<file path="config.mk">
export PLATFORM = sky130hd
export DESIGN_NAME = cursor_list_buffer
export DESIGN_NICKNAME = d
export VERILOG_FILES = /design/src/rtl/clb_pkg.sv /design/src/rtl/clb_ctrl.sv /design/src/rtl/clb_dpath.sv /design/src/rtl/cursor_list_buffer.sv
export SDC_FILE = /design/constraint.sdc
export NUM_CORES = 2
export LEC_CHECK = 0
export BUFFER_PORTS_ARGS = -buffer_cell sky130_fd_sc_hd__buf_2
export CAP_MARGIN = 30
export CORE_MARGIN = 3
export CORE_UTILIZATION = 30
export DETAILED_ROUTE_END_ITERATION = 10
export GPL_TIMING_DRIVEN = 0
export RECOVER_POWER = 50
export SLEW_MARGIN = 25
export SYNTH_ARGS = -nofsm -noshare
export SYNTH_HDL_FRONTEND = slang
export SYNTH_SLANG_ARGS = --single-unit
</file>
<file path="constraint.sdc">
create_clock -name clk -period 14.2 [get_ports clk]
set_input_delay 2.84 -clock clk [delete_from_list [all_inputs] [get_ports clk]]
set_output_delay 2.84 -clock clk [all_outputs]
set_load 0.05 [all_outputs]
</file>
<file path="src/rtl/clb_pkg.sv">
// ----------------------------------------------------------------------------
// clb_pkg
// Shared types and codes for the cursor list buffer: operation codes,
// controller states and the command and status words between the
// controller and the datapath.
// ----------------------------------------------------------------------------
package clb_pkg;

  localparam int MODE_W = 4;
  localparam int POS_W  = 6;
  localparam int DATA_W = 32;
  localparam int CNT_W  = 7;

  localparam logic [MODE_W-1:0] MODE_FWD        = 4'd0;
  localparam logic [MODE_W-1:0] MODE_BACK       = 4'd1;
  localparam logic [MODE_W-1:0] MODE_FIRST      = 4'd2;
  localparam logic [MODE_W-1:0] MODE_LAST       = 4'd3;
  localparam logic [MODE_W-1:0] MODE_GOTO       = 4'd4;
  localparam logic [MODE_W-1:0] MODE_INS_AFTER  = 4'd5;
  localparam logic [MODE_W-1:0] MODE_INS_BEFORE = 4'd6;
  localparam logic [MODE_W-1:0] MODE_REMOVE     = 4'd7;
  localparam logic [MODE_W-1:0] MODE_READ       = 4'd8;

  typedef enum logic [2:0] {
    ST_IDLE,
    ST_DECODE,
    ST_SH_READ,
    ST_SH_WRITE,
    ST_FILL,
    ST_FETCH,
    ST_DONE
  } state_t;

  typedef enum logic [2:0] {
    CUR_HOLD,
    CUR_INC,
    CUR_DEC,
    CUR_ZERO,
    CUR_LAST,
    CUR_POS
  } cur_op_t;

  typedef enum logic [1:0] {
    CNT_HOLD,
    CNT_INC,
    CNT_DEC
  } cnt_op_t;

  typedef enum logic [1:0] {
    WR_NONE,
    WR_SHIFT,
    WR_AT_CURSOR,
    WR_AFTER_CURSOR
  } wr_op_t;

  typedef enum logic [1:0] {
    RD_NONE,
    RD_SHIFT,
    RD_CURSOR
  } rd_op_t;

  typedef enum logic [2:0] {
    SH_HOLD,
    SH_UP_AFTER,
    SH_UP_BEFORE,
    SH_DOWN,
    SH_STEP
  } sh_op_t;

  typedef struct packed {
    logic    capture;
    logic    err_set;
    logic    out_load;
    cur_op_t cur_op;
    cnt_op_t cnt_op;
    wr_op_t  wr_op;
    rd_op_t  rd_op;
    sh_op_t  sh_op;
  } dp_cmd_t;

  typedef struct packed {
    logic [MODE_W-1:0] mode;
    logic              empty;
    logic              full;
    logic              cur_zero;
    logic              at_last;
    logic              pos_ok;
    logic              shift_last;
  } dp_stat_t;

endpackage

</file>
<file path="src/rtl/clb_ctrl.sv">
// ----------------------------------------------------------------------------
// clb_ctrl
// Controller of the cursor list buffer: sequences decode, entry shifts,
// insert write, cursor fetch and result hand-off, and drives both handshakes.
// ----------------------------------------------------------------------------
module clb_ctrl import clb_pkg::*; (
  input  logic     clk,
  input  logic     rst_n,
  input  logic     in_valid,
  output logic     in_stall,
  output logic     out_valid,
  input  logic     out_stall,
  input  dp_stat_t stat,
  output dp_cmd_t  cmd
);

  state_t state_r, state_nxt;
  logic   out_valid_r, out_valid_nxt;
  logic   out_free;

  assign out_free  = !out_valid_r || !out_stall;
  assign in_stall  = (state_r != ST_IDLE);
  assign out_valid = out_valid_r;

  always_ff @(posedge clk) begin
    if (!rst_n) begin
      state_r     <= ST_IDLE;
      out_valid_r <= 1'b0;
    end else begin
      state_r     <= state_nxt;
      out_valid_r <= out_valid_nxt;
    end
  end

  always_comb begin
    state_nxt    = state_r;
    cmd.capture  = 1'b0;
    cmd.err_set  = 1'b0;
    cmd.out_load = 1'b0;
    cmd.cur_op   = CUR_HOLD;
    cmd.cnt_op   = CNT_HOLD;
    cmd.wr_op    = WR_NONE;
    cmd.rd_op    = RD_NONE;
    cmd.sh_op    = SH_HOLD;

    unique case (state_r)
      ST_IDLE: begin
        if (in_valid) begin
          cmd.capture = 1'b1;
          state_nxt   = ST_DECODE;
        end
      end
      ST_DECODE: begin
        state_nxt = ST_FETCH;
        case (stat.mode)
          MODE_FWD: begin
            if (!stat.empty && !stat.at_last) cmd.cur_op = CUR_INC;
          end
          MODE_BACK: begin
            if (!stat.empty && !stat.cur_zero) cmd.cur_op = CUR_DEC;
          end
          MODE_FIRST: cmd.cur_op = CUR_ZERO;
          MODE_LAST: begin
            if (!stat.empty) cmd.cur_op = CUR_LAST;
          end
          MODE_GOTO: begin
            if (stat.pos_ok) cmd.cur_op = CUR_POS;
            else cmd.err_set = 1'b1;
          end
          MODE_INS_AFTER: begin
            if (stat.empty) begin
              cmd.wr_op  = WR_AT_CURSOR;
              cmd.cnt_op = CNT_INC;
            end else if (stat.full) begin
              cmd.err_set = 1'b1;
            end else if (stat.at_last) begin
              state_nxt = ST_FILL;
            end else begin
              cmd.sh_op = SH_UP_AFTER;
              state_nxt = ST_SH_READ;
            end
          end
          MODE_INS_BEFORE: begin
            if (stat.cur_zero || stat.full) begin
              cmd.err_set = 1'b1;
            end else begin
              cmd.sh_op = SH_UP_BEFORE;
              state_nxt = ST_SH_READ;
            end
          end
          MODE_REMOVE: begin
            if (stat.empty) begin
              cmd.err_set = 1'b1;
            end else if (stat.at_last) begin
              if (!stat.cur_zero) cmd.cur_op = CUR_DEC;
              cmd.cnt_op = CNT_DEC;
            end else begin
              cmd.sh_op = SH_DOWN;
              state_nxt = ST_SH_READ;
            end
          end
          default: ;
        endcase
      end
      ST_SH_READ: begin
        cmd.rd_op = RD_SHIFT;
        state_nxt = ST_SH_WRITE;
      end
      ST_SH_WRITE: begin
        cmd.wr_op = WR_SHIFT;
        if (stat.shift_last) begin
          if (stat.mode == MODE_REMOVE) begin
            cmd.cnt_op = CNT_DEC;
            state_nxt  = ST_FETCH;
          end else begin
            state_nxt = ST_FILL;
          end
        end else begin
          cmd.sh_op = SH_STEP;
          state_nxt = ST_SH_READ;
        end
      end
      ST_FILL: begin
        cmd.cnt_op = CNT_INC;
        if (stat.mode == MODE_INS_BEFORE) begin
          cmd.wr_op  = WR_AT_CURSOR;
          cmd.cur_op = CUR_INC;
        end else begin
          cmd.wr_op = WR_AFTER_CURSOR;
        end
        state_nxt = ST_FETCH;
      end
      ST_FETCH: begin
        cmd.rd_op = RD_CURSOR;
        state_nxt = ST_DONE;
      end
      ST_DONE: begin
        if (out_free) begin
          cmd.out_load = 1'b1;
          state_nxt    = ST_IDLE;
        end
      end
      default: state_nxt = ST_IDLE;
    endcase
  end

  always_comb begin
    if (cmd.out_load) out_valid_nxt = 1'b1;
    else if (!out_stall) out_valid_nxt = 1'b0;
    else out_valid_nxt = out_valid_r;
  end

endmodule

</file>
<file path="src/rtl/clb_dpath.sv">
// ----------------------------------------------------------------------------
// clb_dpath
// Datapath of the cursor list buffer: entry memory, count and cursor
// registers, shift pointer, captured word and result register.
// ----------------------------------------------------------------------------
module clb_dpath import clb_pkg::*; #(
  parameter int CAPACITY = 64
) (
  input  logic                     clk,
  input  logic                     rst_n,
  input  logic [MODE_W-1:0]        in_mode,
  input  logic [POS_W-1:0]         in_position,
  input  logic signed [DATA_W-1:0] in_value,
  input  dp_cmd_t                  cmd,
  output dp_stat_t                 stat,
  output logic signed [DATA_W-1:0] out_current_value,
  output logic [POS_W-1:0]         out_cursor_position,
  output logic [CNT_W-1:0]         out_item_count,
  output logic                     out_error
);

  localparam int AW  = $clog2(CAPACITY);
  localparam int CW  = $clog2(CAPACITY + 1);
  localparam int PCW = CW + POS_W;

  logic [MODE_W-1:0] mode_r;
  logic [POS_W-1:0]  pos_r;
  logic [DATA_W-1:0] value_r;
  logic              err_r;
  logic [CW-1:0]     count_r, count_nxt;
  logic [AW-1:0]     cursor_r, cursor_nxt;
  logic [AW-1:0]     src_r, lo_r;
  logic              up_r;
  logic [DATA_W-1:0] rd_data_r;
  logic [DATA_W-1:0] mem [CAPACITY];

  logic [AW-1:0]     last_idx;
  logic [AW-1:0]     cursor_inc;
  logic              wr_en;
  logic [AW-1:0]     wr_addr;
  logic [DATA_W-1:0] wr_data;
  logic              rd_en;
  logic [AW-1:0]     rd_addr;

  assign last_idx   = AW'(count_r - CW'(1));
  assign cursor_inc = AW'(cursor_r + AW'(1));

  assign stat.mode       = mode_r;
  assign stat.empty      = (count_r == '0);
  assign stat.full       = (count_r == CW'(CAPACITY));
  assign stat.cur_zero   = (cursor_r == '0);
  assign stat.at_last    = (cursor_r == last_idx);
  assign stat.pos_ok     = (PCW'(pos_r) < PCW'(count_r));
  assign stat.shift_last = up_r ? (src_r == lo_r) : (src_r == last_idx);

  // captured word and error flag
  always_ff @(posedge clk) begin
    if (cmd.capture) begin
      mode_r  <= in_mode;
      pos_r   <= in_position;
      value_r <= in_value;
      err_r   <= 1'b0;
    end else if (cmd.err_set) begin
      err_r <= 1'b1;
    end
  end

  always_comb begin
    unique case (cmd.cur_op)
      CUR_HOLD: cursor_nxt = cursor_r;
      CUR_INC:  cursor_nxt = cursor_inc;
      CUR_DEC:  cursor_nxt = AW'(cursor_r - AW'(1));
      CUR_ZERO: cursor_nxt = '0;
      CUR_LAST: cursor_nxt = last_idx;
      CUR_POS:  cursor_nxt = AW'(pos_r);
      default:  cursor_nxt = cursor_r;
    endcase
  end

  always_comb begin
    unique case (cmd.cnt_op)
      CNT_HOLD: count_nxt = count_r;
      CNT_INC:  count_nxt = CW'(count_r + CW'(1));
      CNT_DEC:  count_nxt = CW'(count_r - CW'(1));
      default:  count_nxt = count_r;
    endcase
  end

  always_ff @(posedge clk) begin
    if (!rst_n) begin
      count_r  <= '0;
      cursor_r <= '0;
    end else begin
      count_r  <= count_nxt;
      cursor_r <= cursor_nxt;
    end
  end

  // shift pointer: up walks down from the last entry, down walks up
  always_ff @(posedge clk) begin
    unique case (cmd.sh_op)
      SH_UP_AFTER: begin
        src_r <= last_idx;
        lo_r  <= cursor_inc;
        up_r  <= 1'b1;
      end
      SH_UP_BEFORE: begin
        src_r <= last_idx;
        lo_r  <= cursor_r;
        up_r  <= 1'b1;
      end
      SH_DOWN: begin
        src_r <= cursor_inc;
        up_r  <= 1'b0;
      end
      SH_STEP: src_r <= up_r ? AW'(src_r - AW'(1)) : AW'(src_r + AW'(1));
      default: ;
    endcase
  end

  always_comb begin
    wr_en   = 1'b1;
    wr_addr = cursor_r;
    wr_data = value_r;
    unique case (cmd.wr_op)
      WR_NONE:         wr_en = 1'b0;
      WR_SHIFT: begin
        wr_addr = up_r ? AW'(src_r + AW'(1)) : AW'(src_r - AW'(1));
        wr_data = rd_data_r;
      end
      WR_AT_CURSOR:    wr_addr = cursor_r;
      WR_AFTER_CURSOR: wr_addr = cursor_inc;
      default:         wr_en = 1'b0;
    endcase
  end

  always_comb begin
    rd_en   = 1'b1;
    rd_addr = cursor_r;
    unique case (cmd.rd_op)
      RD_NONE:   rd_en = 1'b0;
      RD_SHIFT:  rd_addr = src_r;
      RD_CURSOR: rd_addr = cursor_r;
      default:   rd_en = 1'b0;
    endcase
  end

  // entry memory, one write and one registered read port
  always_ff @(posedge clk) begin
    if (wr_en) mem[wr_addr] <= wr_data;
  end

  always_ff @(posedge clk) begin
    if (rd_en) rd_data_r <= mem[rd_addr];
  end

  // result register
  always_ff @(posedge clk) begin
    if (cmd.out_load) begin
      out_current_value   <= stat.empty ? '0 : rd_data_r;
      out_cursor_position <= POS_W'(cursor_r);
      out_item_count      <= CNT_W'(count_r);
      out_error           <= err_r;
    end
  end

endmodule

</file>
<file path="src/rtl/cursor_list_buffer.sv">
// ----------------------------------------------------------------------------
// cursor_list_buffer
// Fixed-capacity ordered list of signed 32-bit entries with a cursor.
//
// Input channel (in_valid / in_stall) carries one word: an operation code
// (forward, back, first, last, goto, insert after, insert before, remove,
// read), a goto position and an insert value. Every word returns one result
// word on the output channel (out_valid / out_stall): the entry at the
// cursor (zero when empty), the cursor position, the entry count and an
// error flag for refused operations.
// One word is worked on at a time; in_stall is high from acceptance until
// the result is handed to the output register. Cursor and read operations
// pass through decode, fetch and done. Inserts and removes move later
// entries through the single-port-pair entry memory, one read state and one
// write state per moved entry, and inserts add one write for the new entry;
// a remove at the first entry of a full list is the longest operation.
// The result register lets the next word be accepted while a result waits;
// a stalled receiver holds the result and blocks only the next hand-off.
// Reset empties the list and puts the cursor at zero; memory contents are
// not cleared. Outside reset no word is lost or repeated.
// ----------------------------------------------------------------------------
module cursor_list_buffer import clb_pkg::*; #(
  parameter int CAPACITY = 64
) (
  input  logic                     clk,
  input  logic                     rst_n,
  input  logic                     in_valid,
  output logic                     in_stall,
  input  logic [MODE_W-1:0]        in_mode,
  input  logic [POS_W-1:0]         in_position,
  input  logic signed [DATA_W-1:0] in_value,
  output logic                     out_valid,
  input  logic                     out_stall,
  output logic signed [DATA_W-1:0] out_current_value,
  output logic [POS_W-1:0]         out_cursor_position,
  output logic [CNT_W-1:0]         out_item_count,
  output logic                     out_error
);

  dp_cmd_t  cmd;
  dp_stat_t stat;

  clb_ctrl u_ctrl (
    .clk       (clk),
    .rst_n     (rst_n),
    .in_valid  (in_valid),
    .in_stall  (in_stall),
    .out_valid (out_valid),
    .out_stall (out_stall),
    .stat      (stat),
    .cmd       (cmd)
  );

  clb_dpath #(
    .CAPACITY (CAPACITY)
  ) u_dpath (
    .clk                 (clk),
    .rst_n               (rst_n),
    .in_mode             (in_mode),
    .in_position         (in_position),
    .in_value            (in_value),
    .cmd                 (cmd),
    .stat                (stat),
    .out_current_value   (out_current_value),
    .out_cursor_position (out_cursor_position),
    .out_item_count      (out_item_count),
    .out_error           (out_error)
  );

endmodule

</file>
# Word-level counts from Yosys, hierarchy flattened
# Memory sizes are Yosys's and may differ from the RTL's. A register that Yosys moved wholly into a read port is not among the register bits.
# Index checks and enable logic that the tools add are counted.
dict set report op_classes {
  n_addsub 6
  n_lt_le_gt_ge 1
  eq_ne 35
  mux 65
  n_reduce_logical 23
}
# cell count
set ops {}
lappend ops {{$mux W3} 16}
lappend ops {{$mux W32} 1}
lappend ops {{$pmux W6 S5} 1}
lappend ops {{$pmux W6 S2} 2}
lappend ops {{$pmux W3 S7} 1}
lappend ops {{$mux W1} 20}
lappend ops {{$eq A3 B2 Y1 const B} 6}
lappend ops {{$eq A3 B3 Y1 const B} 6}
lappend ops {{$eq A6 B6 Y1} 3}
lappend ops {{$mux W6} 3}
lappend ops {{$pmux W3 S3} 2}
lappend ops {{$pmux W3 S6} 1}
lappend ops {{$pmux W6 S3} 1}
lappend ops {{$eq A4 B3 Y1 const B} 4}
lappend ops {{$mux W2} 7}
lappend ops {{$pmux W7 S2} 1}
lappend ops {{$add A6 B1 Y6 const B} 2}
lappend ops {{$pmux W3 S2} 2}
lappend ops {{$pmux W4 S3} 1}
lappend ops {{$sub A6 B1 Y6 const B} 2}
lappend ops {{$eq A3 B1 Y1 const B} 3}
lappend ops {{$eq A4 B2 Y1 const B} 2}
lappend ops {{$pmux W2 S2} 2}
lappend ops {{$add A7 B1 Y7 const B} 1}
lappend ops {{other kinds (25)} 40}
dict set report word_totals {
  register_bits 119
  mem_bits_rw 2048
  input_bits 46
  out_inout_bits 48
  word_cells 146
  mem_count 1
}
# memory words width rd rd_ports_with_merged_regs wr line
set memory_table {}
lappend memory_table {u_dpath.mem 64 32 1 1 1 clb_dpath.sv:35} ;# logic [DATA_W-1:0] mem [CAPACITY];

# Logic depth before layout (Yosys ltp)
dict set report depth {
  ltp_word 10
  mapped_depth 18
  depth_no_buf 16
}

# Modules after synthesis
# From an unflattened synthesis, not the netlist that was laid out.
dict set report unflattened {
  hier_cells 6630
  hier_area_um2 90103.9
}
# mod instances cells_each area_per_inst_um2
set by_module_without_submodules {}
lappend by_module_without_submodules {clb_dpath 1 6536 89489.6}
lappend by_module_without_submodules {clb_ctrl 1 94 614.3}

# Least setup slack after synthesis
# OpenSTA, ideal clock, no wires.
dict set report synth_timing {
  kind {in2reg}
  start {in out_stall}
  end {reg u_dpath.out_current_value[0], enable pin}
  setup_ps 516
  t_arrival_ps 6319
  required_ps 13684
  path_slack_ps 7365
  path_stages 2
  cell_sequence {nand2_1 -> nor3b_1}
}
# element line
set synth_rtl {}
lappend synth_rtl {{start: declaration} cursor_list_buffer.sv:33} ;# input logic out_stall,
lappend synth_rtl {{end signal: assignment} clb_dpath.sv:160} ;# out_current_value <= stat.empty ? '0 : rd_data_r;
lappend synth_rtl {{end: declaration} clb_dpath.sv:16} ;# output logic signed [DATA_W-1:0] out_current_value,

# Worst setup path in the final report
dict set report layout_timing {
  start {reg u_ctrl.state_r[1]}
  end {mem u_dpath.mem[25][17], data pin}
}
dict set report layout_via {
  elab_chain_cells 4
}
# element line
set layout_rtl {}
lappend layout_rtl {{start: declaration} clb_ctrl.sv:17} ;# state_t state_r, state_nxt;
lappend layout_rtl {{start signal: assignment} clb_ctrl.sv:30} ;# state_r <= state_nxt;
lappend layout_rtl {{$eq A3 B3 Y1, or another cell as far along} clb_ctrl.sv:46} ;# unique case (state_r)
lappend layout_rtl {{$pmux W4 S3 (*)} clb_ctrl.sv:46}
lappend layout_rtl {{$eq A2 B1 Y1 (*)} clb_dpath.sv:125} ;# unique case (cmd.wr_op)
lappend layout_rtl {{$mux W32 (*)} clb_dpath.sv:125}
lappend layout_rtl {{net u_dpath.wr_data[17]} clb_dpath.sv:41} ;# logic [DATA_W-1:0] wr_data;
lappend layout_rtl {{end: declaration} clb_dpath.sv:35}
# Mark *: on every way through the listed nets, which the timed path passes. The rest lies on a longest branch.

==> impl_metrics.toml <==
[status]
outcome = "complete, but fails checks"
failed_checks = "max-capacitance violations, max-slew violations"

[place]
place.port_buffers = 93
gp_congestion = 0.9535
post_dp_cell_area_um2 = 95300
pre_cts_ws_ps = 8690
dp.final_hpwl_um = 159700

[sta]
setup_viol_count_final = 0
postLayoutSetupSlackWorst_ps = 7978
setup_tns_ps = 0
fin_clk_skew_ps = 55.73
max_freq_mhz = 160.7
hold_violations = 0
tightestPinTransition_ps = 3094
max_slew_margin_pct = -106.3
final_max_slew_viol_count = 1611
post-route-period-util_pct = 43.82
fin_crit_ps = 6222
grt_setup_unrepaired = "false"

[synthesis]
area_leader_netlist = "sky130_fd_sc_hd__edfxtp_1"
area_share_of_the_largest_cell_type_after_synthesis_pct = 75.87
synthesis.nets = 4437
syn_avg_cell_area_um2 = 19.73
async_set_reset_flop_share_out_of_synthesis_pct = 0
synth_cells = 4376
synth_area_um2 = 86330
post_synth_main_area_contributors = "sky130_fd_sc_hd__edfxtp_1 (76%), sky130_fd_sc_hd__mux4_2 (13%), sky130_fd_sc_hd__nand2_1 (2.7%), sky130_fd_sc_hd__a311oi_1 (0.95%), sky130_fd_sc_hd__nand3_1 (0.83%)"
ys.flop_type = "sky130_fd_sc_hd__edfxtp_1"
synth_seq_area_share_pct = 76.28
postSynthRegisterBits = 2199
synth-edff-count = 2181
synthesis.yosys.warnings = 0
post_synth_num_cell_types = 72

[drt]
drt_drc_violations_left = 0
first_iteration_detailed_routing_drc_count = 5324
wl_um = 232600
antenna_violating_nets_post_route = 0
drt-wirelength-per-cell_um = 26.50
drt_first_pass_iters = 6
viasPerCell = 5.092
routed-via-count = 44690

[worst_setup_path]
critical_path.reg2reg.startpoint = "u_ctrl.state_r[1]"
critPathLaunch = "u_ctrl.state_r[1]"
crit_arrival_ps = 6410
critical_path.max_fanout = 48
cp.required_ps = 14390
worstSetupEndpointType = "register"
worst-setup-path-type = "reg -> reg"
setup.worst_path.start_class = "register"

[final_layout]
drive_gt1_share_pct = 24.59
finalNetCount = 4888
area_growth_pct = 17.21
fillCellCount = 26280
final_area_um2 = 101200

[cts]
cts_buffers = 216
clock_sink_count = 2199
postCtsHoldBufs = 0
cts_tree = "built"
ctsRootBufferMaster = "sky130_fd_sc_hd__clkbuf_16"
cts-root-to-sink-buffers = 3
cts.htree.levels = 4
clk_pin_slew_ps = 60
cts_setup_buffers = 0
later_pin_clock_latency_in_the_skew_report_ps = 850
post_cts.resized_instances = 0

[global_routing]
gr-usage-all-layers_pct = 15.51
grt_pass1_wl_um = 332500
grt_max_degree = 65
grt-ovfl-total = 0
grt_antenna_before_repair = 17
vias_in_the_first_global_route = 45490

[die]
die_width_um = 542.4
rows = 196
die_height_um = 542.4
floorplan.core_area_um2 = 285700
design.die.area_um2 = 294200
floorplan.initialDensity_pct = 30.22
pin_count = 94

[power_and_ir_drop]
cell_internal_pwr_mw = 10.81
switching_portion_of_total_power_pct = 23.50
leakage_power_nw = 31.87
power_per_cell_area_nw_per_um2 = 139.7
power_switching_mw = 3.323
pwr-share-comb_pct = 8.6
power_frac_clock_pct = 38.9
ir_drop_v = 0.0001078
sequentialPowerShare_pct = 52.5

[flow_run]
max_cap_violations = 33

[hold_path]
holdCritStartpoint = "u_dpath.count_r[6]"
min-delay-path-class = "reg -> reg"
[layer usage]
layer	GRT usage (%)	vias up	share of wire [%]
li1	-	18710	-
met1	20.21	23690	39
met2	25.65	1964	49
met3	3.839	329	9.1
met4	4.486	2	3.0
met5	0	-	0.0056
[synthesized netlist by cell type (all sizes together), types with 6 or more instances]
cell    count
inv        19
mux4      514
a21oi      60
dfxtp      18
o221ai      8
xnor2      29
nand3b      9
and2       35
edfxtp   2181
nor3       10
xor2       15
clkbuf    116
nand2     623
a211oi      6
o22ai      10
ha         15
nand3     144
or3        10
buf       141
o21ai      29
a311oi     94
and3       66
mux2i      23
nor2       93
a31oi      34
nand2b     16
[worst max-delay path, cell delays in order (launching register included)]
cell	delay, ps
sky130_fd_sc_hd__dfxtp_1	320
sky130_fd_sc_hd__clkbuf_1	370
sky130_fd_sc_hd__and3b_1	230
sky130_fd_sc_hd__clkbuf_1	220
sky130_fd_sc_hd__clkbuf_1	950
sky130_fd_sc_hd__clkbuf_1	490
sky130_fd_sc_hd__nand2_1	130
sky130_fd_sc_hd__nand2_1	570
sky130_fd_sc_hd__clkbuf_1	2170
[cell usage in the layout (no fill, tap or decap), types with 7 or more instances in the layout]
master,n
sky130_fd_sc_hd__clkbuf_2,8
sky130_fd_sc_hd__buf_4,46
sky130_fd_sc_hd__o21ai_0,22
sky130_fd_sc_hd__clkbuf_16,216
sky130_fd_sc_hd__o221ai_1,8
sky130_fd_sc_hd__xnor2_1,29
sky130_fd_sc_hd__buf_1,13
sky130_fd_sc_hd__clkinv_1,68
sky130_fd_sc_hd__nor3_1,7
sky130_fd_sc_hd__buf_12,36
sky130_fd_sc_hd__and2_0,25
sky130_fd_sc_hd__a21oi_1,59
sky130_fd_sc_hd__nand3_1,144
sky130_fd_sc_hd__dfxtp_1,18
sky130_fd_sc_hd__nand2_1,623
sky130_fd_sc_hd__a311oi_2,19
sky130_fd_sc_hd__o22ai_1,10
sky130_fd_sc_hd__nor2_4,64
sky130_fd_sc_hd__buf_6,34
sky130_fd_sc_hd__edfxtp_1,2181
sky130_fd_sc_hd__bufinv_16,13
sky130_fd_sc_hd__xor2_1,15
sky130_fd_sc_hd__mux4_2,514
sky130_fd_sc_hd__clkinv_2,38
sky130_fd_sc_hd__nand3b_1,9
sky130_fd_sc_hd__buf_2,149
sky130_fd_sc_hd__clkbuf_1,198
sky130_fd_sc_hd__a311oi_1,75
sky130_fd_sc_hd__and2_1,10
sky130_fd_sc_hd__mux2i_1,20
sky130_fd_sc_hd__or3_1,10
sky130_fd_sc_hd__ha_1,15
sky130_fd_sc_hd__a31oi_1,34
sky130_fd_sc_hd__buf_16,47
sky130_fd_sc_hd__nand2b_1,15
sky130_fd_sc_hd__and3_1,66
sky130_fd_sc_hd__nor2_1,29
sky130_fd_sc_hd__inv_1,18
[final cells by class]
class                      instances  area [um2]  share of cell area, %
sequential                      2199       65850                  65.08
inverter                          20       75.07                0.07419
buffer                           257        1401                  1.385
timing repair buffer             233        2821                  2.788
clock buffer                     265        5619                  5.553
antenna                            3       7.507               0.007419
multi-input combinational       1900       19550                  19.32
tap                             3762        4707                  4.652
clock inverter                   137        1154                  1.140
[cell families after synthesis]
kind of cell,count (synthesis),synth area share (%)
XOR/XNOR,46,0.4986
AND/OR/NAND/NOR,1035,5.367
AO/OA/AOI/OAI,264,2.213
adder cells (fa/ha/maj),15,0.2174
buffers and inverters,277,1.704
flip-flops,2199,76.28
multiplexers,540,13.72
[path summary, 6_finish.rpt]
kind	slack, ps	cells past startpoint	endpoint
setup / recovery	7980	8	u_dpath.mem[25][17]
hold reg to reg	440	0	u_dpath.out_item_count[6]
hold / removal	440	0	u_dpath.out_item_count[6]
setup reg to reg	7980	8	u_dpath.mem[25][17]
[registers in the layout, summed over array words and instances (netlist names), 7 cells and up]
signal,flops
u_dpath.out_current_value,32
u_dpath.mem,2048
u_dpath.count_r,7
u_dpath.rd_data_r,32
u_dpath.out_item_count,7
u_dpath.value_r,32
[per-stage QoR]
stage	instances	utilization, %	power [mW]	hold WS, ps
after floorplan	4376	-	8.240	402.9
after global placement	8231	32.03	8.741	408.0
after detailed placement	8368	33.36	8.826	430.1
after CTS	8770	35.73	14.28	449.2
after global routing	8773	35.41	14.57	456.9
final	8776	35.42	14.14	438.5
[power by group through the flow]
| stage | Sequential, mW | Clock, mW | Combinational [mW] |
|---|---|---|---|
| final | 7.42 | 5.50 | 1.22 |
| after global routing | 7.42 | 5.85 | 1.30 |
| after CTS | 7.39 | 5.59 | 1.30 |
| after detailed placement | 7.52 | 0 | 1.30 |
| after global placement | 7.58 | 0 | 1.16 |
| after floorplan | 7.53 | 0 | 0.713 |
Power figures use the tool's default switching activity.
